**config.mk**
```make
export PLATFORM = sky130hd
export DESIGN_NAME = length_frame_parser_sum8
export DESIGN_NICKNAME = d
export VERILOG_FILES = /design/src/lfps_pkg.sv /design/src/lfps_cfg.sv /design/src/lfps_parse.sv /design/src/lfps_outreg.sv /design/src/length_frame_parser_sum8.sv
export SDC_FILE = /design/constraint.sdc
export NUM_CORES = 1
export LEC_CHECK = 0
export ABC_AREA = 1
export BUFFER_PORTS_ARGS = -buffer_cell sky130_fd_sc_hd__buf_2
export CELL_PAD_IN_SITES_DETAIL_PLACEMENT = 1
export CELL_PAD_IN_SITES_GLOBAL_PLACEMENT = 1
export CORE_ASPECT_RATIO = 2
export CORE_UTILIZATION = 35
export CTS_CLUSTER_SIZE = 40
export DETAILED_ROUTE_END_ITERATION = 7
export GPL_ROUTABILITY_DRIVEN = 0
export PLACE_DENSITY_LB_ADDON = 0.15
export SLEW_MARGIN = 20
export SYNTH_ARGS = -nofsm -noshare
export SYNTH_HDL_FRONTEND = slang
export SYNTH_HIERARCHICAL = 1
export SYNTH_SLANG_ARGS = --single-unit
```
**constraint.sdc**
```tcl
create_clock -name i_clk -period 7.4 [get_ports i_clk]
set_input_delay 1.85 -clock i_clk [delete_from_list [all_inputs] [get_ports i_clk]]
set_output_delay 1.85 -clock i_clk [all_outputs]
set_load 0.01 [all_outputs]
```
**src/lfps_pkg.sv**
```systemverilog
`default_nettype none
package lfps_pkg;

    typedef enum logic [9:0] {
        PH_HUNT  = 10'b00_0000_0001,
        PH_HDR2  = 10'b00_0000_0010,
        PH_CTRL  = 10'b00_0000_0100,
        PH_CMD   = 10'b00_0000_1000,
        PH_LENHI = 10'b00_0001_0000,
        PH_LENLO = 10'b00_0010_0000,
        PH_DATA  = 10'b00_0100_0000,
        PH_CSUM  = 10'b00_1000_0000,
        PH_TRL1  = 10'b01_0000_0000,
        PH_TRL2  = 10'b10_0000_0000
    } t_phase;

    localparam logic [1:0] ST_GOOD     = 2'd0;
    localparam logic [1:0] ST_CSUM_BAD = 2'd1;
    localparam logic [1:0] ST_TRL_BAD  = 2'd2;
    localparam logic [1:0] ST_TOO_LONG = 2'd3;

    localparam logic KIND_PAYLOAD = 1'b0;
    localparam logic KIND_END     = 1'b1;

    localparam int CFG_IDX_W  = 3;
    localparam int CFG_DATA_W = 16;

    localparam logic [CFG_IDX_W-1:0] REG_HEADER_FIRST   = 3'd0;
    localparam logic [CFG_IDX_W-1:0] REG_HEADER_SECOND  = 3'd1;
    localparam logic [CFG_IDX_W-1:0] REG_TRAILER_FIRST  = 3'd2;
    localparam logic [CFG_IDX_W-1:0] REG_TRAILER_SECOND = 3'd3;
    localparam logic [CFG_IDX_W-1:0] REG_MAX_LEN        = 3'd4;

    localparam logic [7:0]  RST_HEADER_FIRST   = 8'h53;
    localparam logic [7:0]  RST_HEADER_SECOND  = 8'h59;
    localparam logic [7:0]  RST_TRAILER_FIRST  = 8'h54;
    localparam logic [7:0]  RST_TRAILER_SECOND = 8'h43;
    localparam logic [15:0] RST_MAX_LEN        = 16'd1024;

    typedef struct packed {
        logic [7:0]  header_first;
        logic [7:0]  header_second;
        logic [7:0]  trailer_first;
        logic [7:0]  trailer_second;
        logic [15:0] max_len;
    } t_cfg;

    typedef struct packed {
        logic        kind;
        logic [7:0]  frame_ctrl;
        logic [7:0]  frame_cmd;
        logic [7:0]  payload_byte;
        logic [15:0] payload_index;
        logic [15:0] frame_length;
        logic [1:0]  status;
        logic        last;
    } t_result;

endpackage
`default_nettype wire

```
**src/lfps_cfg.sv**
```systemverilog
`default_nettype none
module lfps_cfg (
    input  wire logic                               i_clk,
    input  wire logic                               i_rst_n,
    input  wire logic                               i_we,
    input  wire logic [lfps_pkg::CFG_IDX_W-1:0]     i_index,
    input  wire logic [lfps_pkg::CFG_DATA_W-1:0]    i_data,
    output lfps_pkg::t_cfg                          o_cfg
);

    lfps_pkg::t_cfg r_cfg;

    always_ff @(posedge i_clk) begin
        if (!i_rst_n) begin
            r_cfg.header_first   <= lfps_pkg::RST_HEADER_FIRST;
            r_cfg.header_second  <= lfps_pkg::RST_HEADER_SECOND;
            r_cfg.trailer_first  <= lfps_pkg::RST_TRAILER_FIRST;
            r_cfg.trailer_second <= lfps_pkg::RST_TRAILER_SECOND;
            r_cfg.max_len        <= lfps_pkg::RST_MAX_LEN;
        end else if (i_we) begin
            case (i_index)
                lfps_pkg::REG_HEADER_FIRST:   r_cfg.header_first   <= i_data[7:0];
                lfps_pkg::REG_HEADER_SECOND:  r_cfg.header_second  <= i_data[7:0];
                lfps_pkg::REG_TRAILER_FIRST:  r_cfg.trailer_first  <= i_data[7:0];
                lfps_pkg::REG_TRAILER_SECOND: r_cfg.trailer_second <= i_data[7:0];
                lfps_pkg::REG_MAX_LEN:        r_cfg.max_len        <= i_data[15:0];
                default: begin
                end
            endcase
        end
    end

    assign o_cfg = r_cfg;

endmodule
`default_nettype wire

```
**src/lfps_parse.sv**
```systemverilog
`default_nettype none
module lfps_parse (
    input  wire logic        i_clk,
    input  wire logic        i_rst_n,
    input  wire lfps_pkg::t_cfg i_cfg,
    input  wire logic        i_accept,
    input  wire logic [7:0]  i_byte,
    output logic             o_res_valid,
    output lfps_pkg::t_result o_res
);

    lfps_pkg::t_phase r_phase, n_phase;
    logic [7:0]  r_ctrl, n_ctrl;
    logic [7:0]  r_cmd, n_cmd;
    logic [15:0] r_len, n_len;
    logic [15:0] r_seen, n_seen;
    logic [7:0]  r_sum, n_sum;
    logic        r_csum_ok, n_csum_ok;
    logic        r_trl1_ok, n_trl1_ok;

    logic        res_hit;
    logic        res_kind;
    logic [7:0]  res_byte;
    logic [15:0] res_index;
    logic [1:0]  res_status;
    logic [7:0]  sum_plus;
    logic [15:0] seen_plus;

    assign sum_plus  = r_sum + i_byte;
    assign seen_plus = r_seen + 16'd1;

    always_comb begin
        n_phase    = r_phase;
        n_ctrl     = r_ctrl;
        n_cmd      = r_cmd;
        n_len      = r_len;
        n_seen     = r_seen;
        n_sum      = r_sum;
        n_csum_ok  = r_csum_ok;
        n_trl1_ok  = r_trl1_ok;
        res_hit    = 1'b0;
        res_kind   = lfps_pkg::KIND_PAYLOAD;
        res_byte   = 8'd0;
        res_index  = 16'd0;
        res_status = lfps_pkg::ST_GOOD;
        case (r_phase)
            lfps_pkg::PH_HDR2: begin
                // The second header check wins, so equal header bytes still sync.
                if (i_byte == i_cfg.header_second) begin
                    n_sum   = sum_plus;
                    n_phase = lfps_pkg::PH_CTRL;
                end else if (i_byte == i_cfg.header_first) begin
                    n_phase = lfps_pkg::PH_HDR2;
                    n_sum   = i_byte;
                    n_ctrl  = 8'd0;
                    n_cmd   = 8'd0;
                end else begin
                    n_phase = lfps_pkg::PH_HUNT;
                    n_sum   = 8'd0;
                end
            end
            lfps_pkg::PH_CTRL: begin
                n_ctrl  = i_byte;
                n_sum   = sum_plus;
                n_phase = lfps_pkg::PH_CMD;
            end
            lfps_pkg::PH_CMD: begin
                n_cmd   = i_byte;
                n_sum   = sum_plus;
                n_phase = lfps_pkg::PH_LENHI;
            end
            lfps_pkg::PH_LENHI: begin
                n_len   = {i_byte, 8'd0};
                n_sum   = sum_plus;
                n_phase = lfps_pkg::PH_LENLO;
            end
            lfps_pkg::PH_LENLO: begin
                n_len  = {r_len[15:8], i_byte};
                n_sum  = sum_plus;
                n_seen = 16'd0;
                if (n_len > i_cfg.max_len) begin
                    res_hit    = 1'b1;
                    res_kind   = lfps_pkg::KIND_END;
                    res_status = lfps_pkg::ST_TOO_LONG;
                    n_phase    = lfps_pkg::PH_HUNT;
                    n_sum      = 8'd0;
                end else if (n_len == 16'd0) begin
                    n_phase = lfps_pkg::PH_CSUM;
                end else begin
                    n_phase = lfps_pkg::PH_DATA;
                end
            end
            lfps_pkg::PH_DATA: begin
                res_hit   = 1'b1;
                res_byte  = i_byte;
                res_index = r_seen;
                n_sum     = sum_plus;
                n_seen    = seen_plus;
                if (seen_plus >= r_len) begin
                    n_phase = lfps_pkg::PH_CSUM;
                end
            end
            lfps_pkg::PH_CSUM: begin
                n_csum_ok = (i_byte == r_sum);
                n_phase   = lfps_pkg::PH_TRL1;
            end
            lfps_pkg::PH_TRL1: begin
                n_trl1_ok = (i_byte == i_cfg.trailer_first);
                n_phase   = lfps_pkg::PH_TRL2;
            end
            lfps_pkg::PH_TRL2: begin
                res_hit  = 1'b1;
                res_kind = lfps_pkg::KIND_END;
                if (!r_csum_ok) begin
                    res_status = lfps_pkg::ST_CSUM_BAD;
                end else if (!r_trl1_ok || i_byte != i_cfg.trailer_second) begin
                    res_status = lfps_pkg::ST_TRL_BAD;
                end else begin
                    res_status = lfps_pkg::ST_GOOD;
                end
                n_phase = lfps_pkg::PH_HUNT;
                n_sum   = 8'd0;
            end
            default: begin
                // Hunting, and any code that does not name a phase.
                if (i_byte == i_cfg.header_first) begin
                    n_phase = lfps_pkg::PH_HDR2;
                    n_sum   = i_byte;
                    n_ctrl  = 8'd0;
                    n_cmd   = 8'd0;
                end else begin
                    n_phase = lfps_pkg::PH_HUNT;
                end
            end
        endcase
    end

    always_ff @(posedge i_clk) begin
        if (!i_rst_n) begin
            r_phase   <= lfps_pkg::PH_HUNT;
            r_ctrl    <= 8'd0;
            r_cmd     <= 8'd0;
            r_len     <= 16'd0;
            r_seen    <= 16'd0;
            r_sum     <= 8'd0;
            r_csum_ok <= 1'b0;
            r_trl1_ok <= 1'b0;
        end else if (i_accept) begin
            r_phase   <= n_phase;
            r_ctrl    <= n_ctrl;
            r_cmd     <= n_cmd;
            r_len     <= n_len;
            r_seen    <= n_seen;
            r_sum     <= n_sum;
            r_csum_ok <= n_csum_ok;
            r_trl1_ok <= n_trl1_ok;
        end
    end

    assign o_res_valid = i_accept & res_hit;
    assign o_res       = '{kind: res_kind, frame_ctrl: r_ctrl, frame_cmd: r_cmd,
                           payload_byte: res_byte, payload_index: res_index,
                           frame_length: n_len, status: res_status, last: res_kind};

`ifndef SYNTHESIS
    a_end_returns_to_hunt: assert property (@(posedge i_clk) disable iff (!i_rst_n)
        o_res_valid && o_res.last |=> r_phase == lfps_pkg::PH_HUNT)
        else $error("frame end did not return the parser to hunting");
    a_data_count_in_range: assert property (@(posedge i_clk) disable iff (!i_rst_n)
        r_phase == lfps_pkg::PH_DATA |-> r_seen < r_len)
        else $error("payload count ran past the declared length");
    a_payload_only_in_data: assert property (@(posedge i_clk) disable iff (!i_rst_n)
        o_res_valid && !o_res.last |-> r_phase == lfps_pkg::PH_DATA)
        else $error("payload beat produced outside the payload phase");
`endif

endmodule
`default_nettype wire

```
**src/lfps_outreg.sv**
```systemverilog
`default_nettype none
module lfps_outreg (
    input  wire logic         i_clk,
    input  wire logic         i_rst_n,
    input  wire logic         i_valid,
    input  wire lfps_pkg::t_result i_data,
    output logic              o_ready,
    output logic              o_valid,
    input  wire logic         i_ready,
    output lfps_pkg::t_result o_data
);

    logic              r_out_valid;
    logic              r_skid_valid;
    lfps_pkg::t_result r_out;
    lfps_pkg::t_result r_skid;
    logic              out_free;

    assign out_free = !r_out_valid || i_ready;

    always_ff @(posedge i_clk) begin
        if (!i_rst_n) begin
            r_out_valid  <= 1'b0;
            r_skid_valid <= 1'b0;
        end else if (out_free) begin
            r_out_valid  <= r_skid_valid | i_valid;
            r_skid_valid <= 1'b0;
        end else if (i_valid) begin
            r_skid_valid <= 1'b1;
        end
    end

    always_ff @(posedge i_clk) begin
        if (out_free) begin
            r_out <= r_skid_valid ? r_skid : i_data;
        end else if (i_valid) begin
            r_skid <= i_data;
        end
    end

    // The skid entry only fills while the output is stalled, so one spare beat is enough.
    assign o_ready = !r_skid_valid;
    assign o_valid = r_out_valid;
    assign o_data  = r_out;

`ifndef SYNTHESIS
    a_skid_behind_out: assert property (@(posedge i_clk) disable iff (!i_rst_n)
        r_skid_valid |-> r_out_valid)
        else $error("skid entry held while the output register is empty");
    a_no_overflow: assert property (@(posedge i_clk) disable iff (!i_rst_n)
        i_valid |-> !r_skid_valid)
        else $error("result arrived while both output entries were full");
    a_stall_fills_skid: assert property (@(posedge i_clk) disable iff (!i_rst_n)
        r_out_valid && !i_ready && i_valid |=> r_skid_valid)
        else $error("result during a stall was not held in the skid entry");
`endif

endmodule
`default_nettype wire

```
**src/length_frame_parser_sum8.sv**
```systemverilog
`default_nettype none
// Byte-serial parser for length-prefixed frames with an 8-bit sum checksum. One received
// byte is taken per beat on the input channel, and a new byte can be accepted every clock
// cycle while o_ready is high: each byte is decoded by a single state machine step built
// from one 8-bit adder, a 16-bit payload counter and a few compares, and its result goes
// straight into an output register. A two-entry output stage (output register plus skid
// entry) lets the input keep flowing while a result waits, so input ready drops only after
// two results are left waiting. Each payload byte yields one result beat; the second
// trailer byte, or a length above the limit, yields one frame end beat with the verdict.
// Other bytes yield nothing. The result of a byte is offered on the output in the cycle
// after it is accepted, unless earlier results are still waiting there. Registers are to
// be written through the configuration port in cycles where no byte is accepted, which
// the block does not enforce; a new value applies from the next byte on, also mid-frame.
module length_frame_parser_sum8 (
    input  wire logic                            i_clk,
    input  wire logic                            i_rst_n,
    input  wire logic                            i_cfg_we,
    input  wire logic [lfps_pkg::CFG_IDX_W-1:0]  i_cfg_index,
    input  wire logic [lfps_pkg::CFG_DATA_W-1:0] i_cfg_data,
    input  wire logic                            i_valid,
    output logic                                 o_ready,
    input  wire logic [7:0]                      i_rx_byte,
    output logic                                 o_valid,
    input  wire logic                            i_ready,
    output logic                                 o_kind,
    output logic [7:0]                           o_frame_ctrl,
    output logic [7:0]                           o_frame_cmd,
    output logic [7:0]                           o_payload_byte,
    output logic [15:0]                          o_payload_index,
    output logic [15:0]                          o_frame_length,
    output logic [1:0]                           o_status,
    output logic                                 o_last
);

    lfps_pkg::t_cfg    cfg;
    lfps_pkg::t_result res;
    lfps_pkg::t_result out_res;
    logic              res_valid;
    logic              accept;

    assign accept = i_valid & o_ready;

    lfps_cfg u_cfg (
        .i_clk   (i_clk),
        .i_rst_n (i_rst_n),
        .i_we    (i_cfg_we),
        .i_index (i_cfg_index),
        .i_data  (i_cfg_data),
        .o_cfg   (cfg)
    );

    lfps_parse u_parse (
        .i_clk       (i_clk),
        .i_rst_n     (i_rst_n),
        .i_cfg       (cfg),
        .i_accept    (accept),
        .i_byte      (i_rx_byte),
        .o_res_valid (res_valid),
        .o_res       (res)
    );

    lfps_outreg u_outreg (
        .i_clk   (i_clk),
        .i_rst_n (i_rst_n),
        .i_valid (res_valid),
        .i_data  (res),
        .o_ready (o_ready),
        .o_valid (o_valid),
        .i_ready (i_ready),
        .o_data  (out_res)
    );

    assign o_kind          = out_res.kind;
    assign o_frame_ctrl    = out_res.frame_ctrl;
    assign o_frame_cmd     = out_res.frame_cmd;
    assign o_payload_byte  = out_res.payload_byte;
    assign o_payload_index = out_res.payload_index;
    assign o_frame_length  = out_res.frame_length;
    assign o_status        = out_res.status;
    assign o_last          = out_res.last;

endmodule
`default_nettype wire

```
==> flow_summary.json <==
{
  "status": "finished clean",
  "start_util": 0.355,
  "syn_area_per_cell_sq_um": 8.17,
  "drc": 0,
  "tritoncts": "done",
  "ir_worst_vdd_mv": 0.171,
  "holdPathStages": 0,
  "ys_seq_area_frac": 0.501,
  "hold_end": "u_outreg/r_skid[58]",
  "syn_to_final_growth_pct": 12.5,
  "met1_length_mm": 12.7,
  "rr_startpoint": "u_cfg/o_cfg[15]",
  "r2r_setup_slack_ns": 3.69,
  "multiInputGateArea_sq_um": 4980,
  "routed_wirelength_mm": 33.8,
  "worstSetupPathType": "in -> reg",
  "grt_max_degree": 81,
  "drv_cap": 0,
  "finalSetupViolations": 0,
  "ios": 94,
  "drtIter0Drc": 312,
  "layout_commonest_cell": "nand2_1",
  "synth.area.top_cells": "edfxtp_1 30%, dfxtp_1 20%, nand2_1 15%",
  "io_buffers": 93,
  "met3_length_um": 999,
  "grt_overflow": 0,
  "rows": 95,
  "hold_viol_final": 0,
  "cp_max_fo": 44,
  "finalCritPeriodShare": 0.629,
  "vias": 9560,
  "topRoutingLayerUsed": "met4",
  "grt_pass1_vias": 9980,
  "ys_types": 39,
  "ant_nets": 0,
  "power_leakage_nw": 6.09,
  "die_area_sq_um": 34800,
  "rsz0062_at_grt": "no",
  "synth_top_area_share": 0.303,
  "track_usage": 0.198,
  "reg2reg_to": "u_outreg/r_skid[52]",
  "finish.utilization": 0.399,
  "clock-sinks": 238,
  "seq_area_sq_um": 5970,
  "final_cell_mix": "467 x nand2_1, 161 x nor2_1, 142 x inv_1",
  "pre_cts_slack_ns": 2.20,
  "nets": 1603,
  "max_freq_mhz": 215,
  "min_path_type": "reg -> reg",
  "antenna_found_initial": 0,
  "powerDensity_nw_per_um2": 215,
  "clk_transition_reported_paths_ns": 0.06,
  "worstPathRequired_ns": 7.55,
  "drive_gt1_frac": 0.132,
  "viasPerCell": 4.82,
  "final_max_slew_viol_count": 0,
  "drt_pass1_iterations": 4,
  "die_y_um": 263,
  "detail_route.wl_per_cell_um": 17.0,
  "setup_ws_ns": 2.74,
  "fin_skew_ns": 0.0192,
  "critPathCaptureType": "flop",
  "ctsHoldBuffers": 0,
  "min_from": "u_parse/r_ctrl[7]",
  "n_fill_cell": 4119,
  "tightest_slew_ns": 0.861,
  "dp_hpwl_mm": 25.1,
  "ys_ff_latch": 238,
  "synth_area_sq_um": 11900,
  "fp.dieW_um": 132,
  "post_cts_buffers": 0,
  "cts_buffers": 24,
  "coreArea_sq_um": 33500,
  "cts_resized": 0,
  "yosys.area.top_type": "edfxtp_1",
  "fin_crit_ns": 4.66,
  "async_flop_share": 0,
  "fin_tns_setup_ns": 0,
  "synth_edf_count": 120,
  "ctsLongestPathBuffers": 3,
  "yosys_warnings": 6,
  "clk-insertion-delay-late_ns": 0.53,
  "syn_nets": 1531,
  "dr_wl_met2_mm": 18.5,
  "worstSetupStartpointType": "primary input",
  "h-tree-depth": 1,
  "relSlewSlack": 0.426,
  "worstPathArrival_ns": 4.81,
  "grt_pass1_wl_mm": 53.9,
  "worstRegToRegCells": 13,
  "ys.flop_type": "edfxtp_1",
  "netlist_instances": 1458,
  "diodes": 0,
  "root_buffer": "clkbuf_16"
}
-- through the flow --
step	instance area [sq um]	total power [mW]	std cells	hold slack, ns
3_5_place_dp	12600	1.68	1940	0.454
4_1_cts	13400	2.92	1984	0.466
2_1_floorplan	11900	1.59	1458	0.431
6_report	13400	2.88	1984	0.462
3_3_place_gp	12600	1.67	1940	0.454
5_1_grt	13400	2.99	1984	0.487
-- layout make-up --
type | instances | area share
inverters | 155 | 0.0440
well taps | 436 | 0.0407
clock inverters | 12 | 0.00916
flip-flops and latches | 238 | 0.446
repair buffers | 101 | 0.0392
multi-input cells | 1010 | 0.372
clock buffers | 32 | 0.0494
-- how the worst max path moves through the flow --
stage | startpoint | slack (ns) | cells after the start | endpoint
after floorplan | i_ready | 0.99 | 3 | u_outreg/r_skid[0]
after global placement | i_rx_byte[0] | 2.39 | 19 | u_outreg/r_skid[52]
after detailed placement | i_rx_byte[0] | 2.20 | 19 | u_outreg/r_skid[51]
after CTS | i_rx_byte[0] | 2.76 | 19 | u_outreg/r_skid[52]
after global routing | i_rx_byte[0] | 2.39 | 19 | u_outreg/r_skid[52]
final | i_rx_byte[0] | 2.74 | 19 | u_outreg/r_skid[52]
-- critical path: stages --
cell and delay, ns:
buf_2 0.26, inv_2 0.13, ha_1 0.20, inv_1 0.05, nand2_1 0.05, nand2_1 0.06, nand2_1 0.05, nand2_1 0.05
nand2_1 0.04, nand2_1 0.06, nand2_1 0.05, nand2_1 0.10, nand3_1 0.10, nand2_1 0.17, inv_1 0.08, a21oi_1 0.23
inv_1 0.12, nor2_4 0.48, buf_4 0.59
-- sequential cells by signal, summed over array words and instances, names as in the netlist --
signal and count:
u_cfg/o_cfg 48, u_parse/r_phase 10, u_parse/r_csum_ok 1, u_parse/r_trl1_ok 1, u_parse/r_seen 16, u_outreg/o_data 60
u_parse/r_ctrl 8, u_parse/r_sum 8, u_outreg/r_skid_valid 1, u_parse/r_len 16, u_outreg/o_valid 1, u_outreg/r_skid 60
u_parse/r_cmd 8
-- routing by layer --
layer  GRT usage  up-vias
li1            -     4802
met1       0.204     4526
met2       0.388      167
met3      0.0212       65
met4       0.100        0
met5           0        -
-- kinds of logic (layout without fill, tap and decap cells) --
family,Yosys count,in the layout,synth area share
simple gates,792,792,0.282
flops,238,238,0.501
buf+inv,210,300,0.0817
compound gates,134,134,0.0603
xor+xnor,43,43,0.0316
fa+ha+maj,41,41,0.0437
-- Yosys cell counts, types with 2 or more instances --
cell and n:
nor2_2 21, edfxtp_1 120, nor3_1 14, nand2_1 468, a21o_1 2, or2_2 5
a21oi_1 77, dfxtp_1 118, nand3_1 76, nor2_1 162, a21oi_2 7, inv_2 9
ha_1 40, o22ai_1 8, xor2_1 32, nand4_1 10, nor2_4 5, nor4_1 7
clkinv_1 2, inv_1 142, buf_6 15, nand3b_1 10, nand4_2 2, nand3_2 2
nand2_2 7, xnor2_1 11, clkbuf_1 15, o21ai_0 37, buf_4 13, buf_2 12
-- where the power goes --
| group | internal, mW | total (mW) | switching, mW |
|---|---|---|---|
| Clock | 0.703 | 1.23 | 0.530 |
| Sequential | 1.40 | 1.42 | 0.0163 |
| Combinational | 0.0713 | 0.224 | 0.153 |
| Total | 2.18 | 2.88 | 0.699 |
Note: power is estimated with default switching activity, not from simulation.
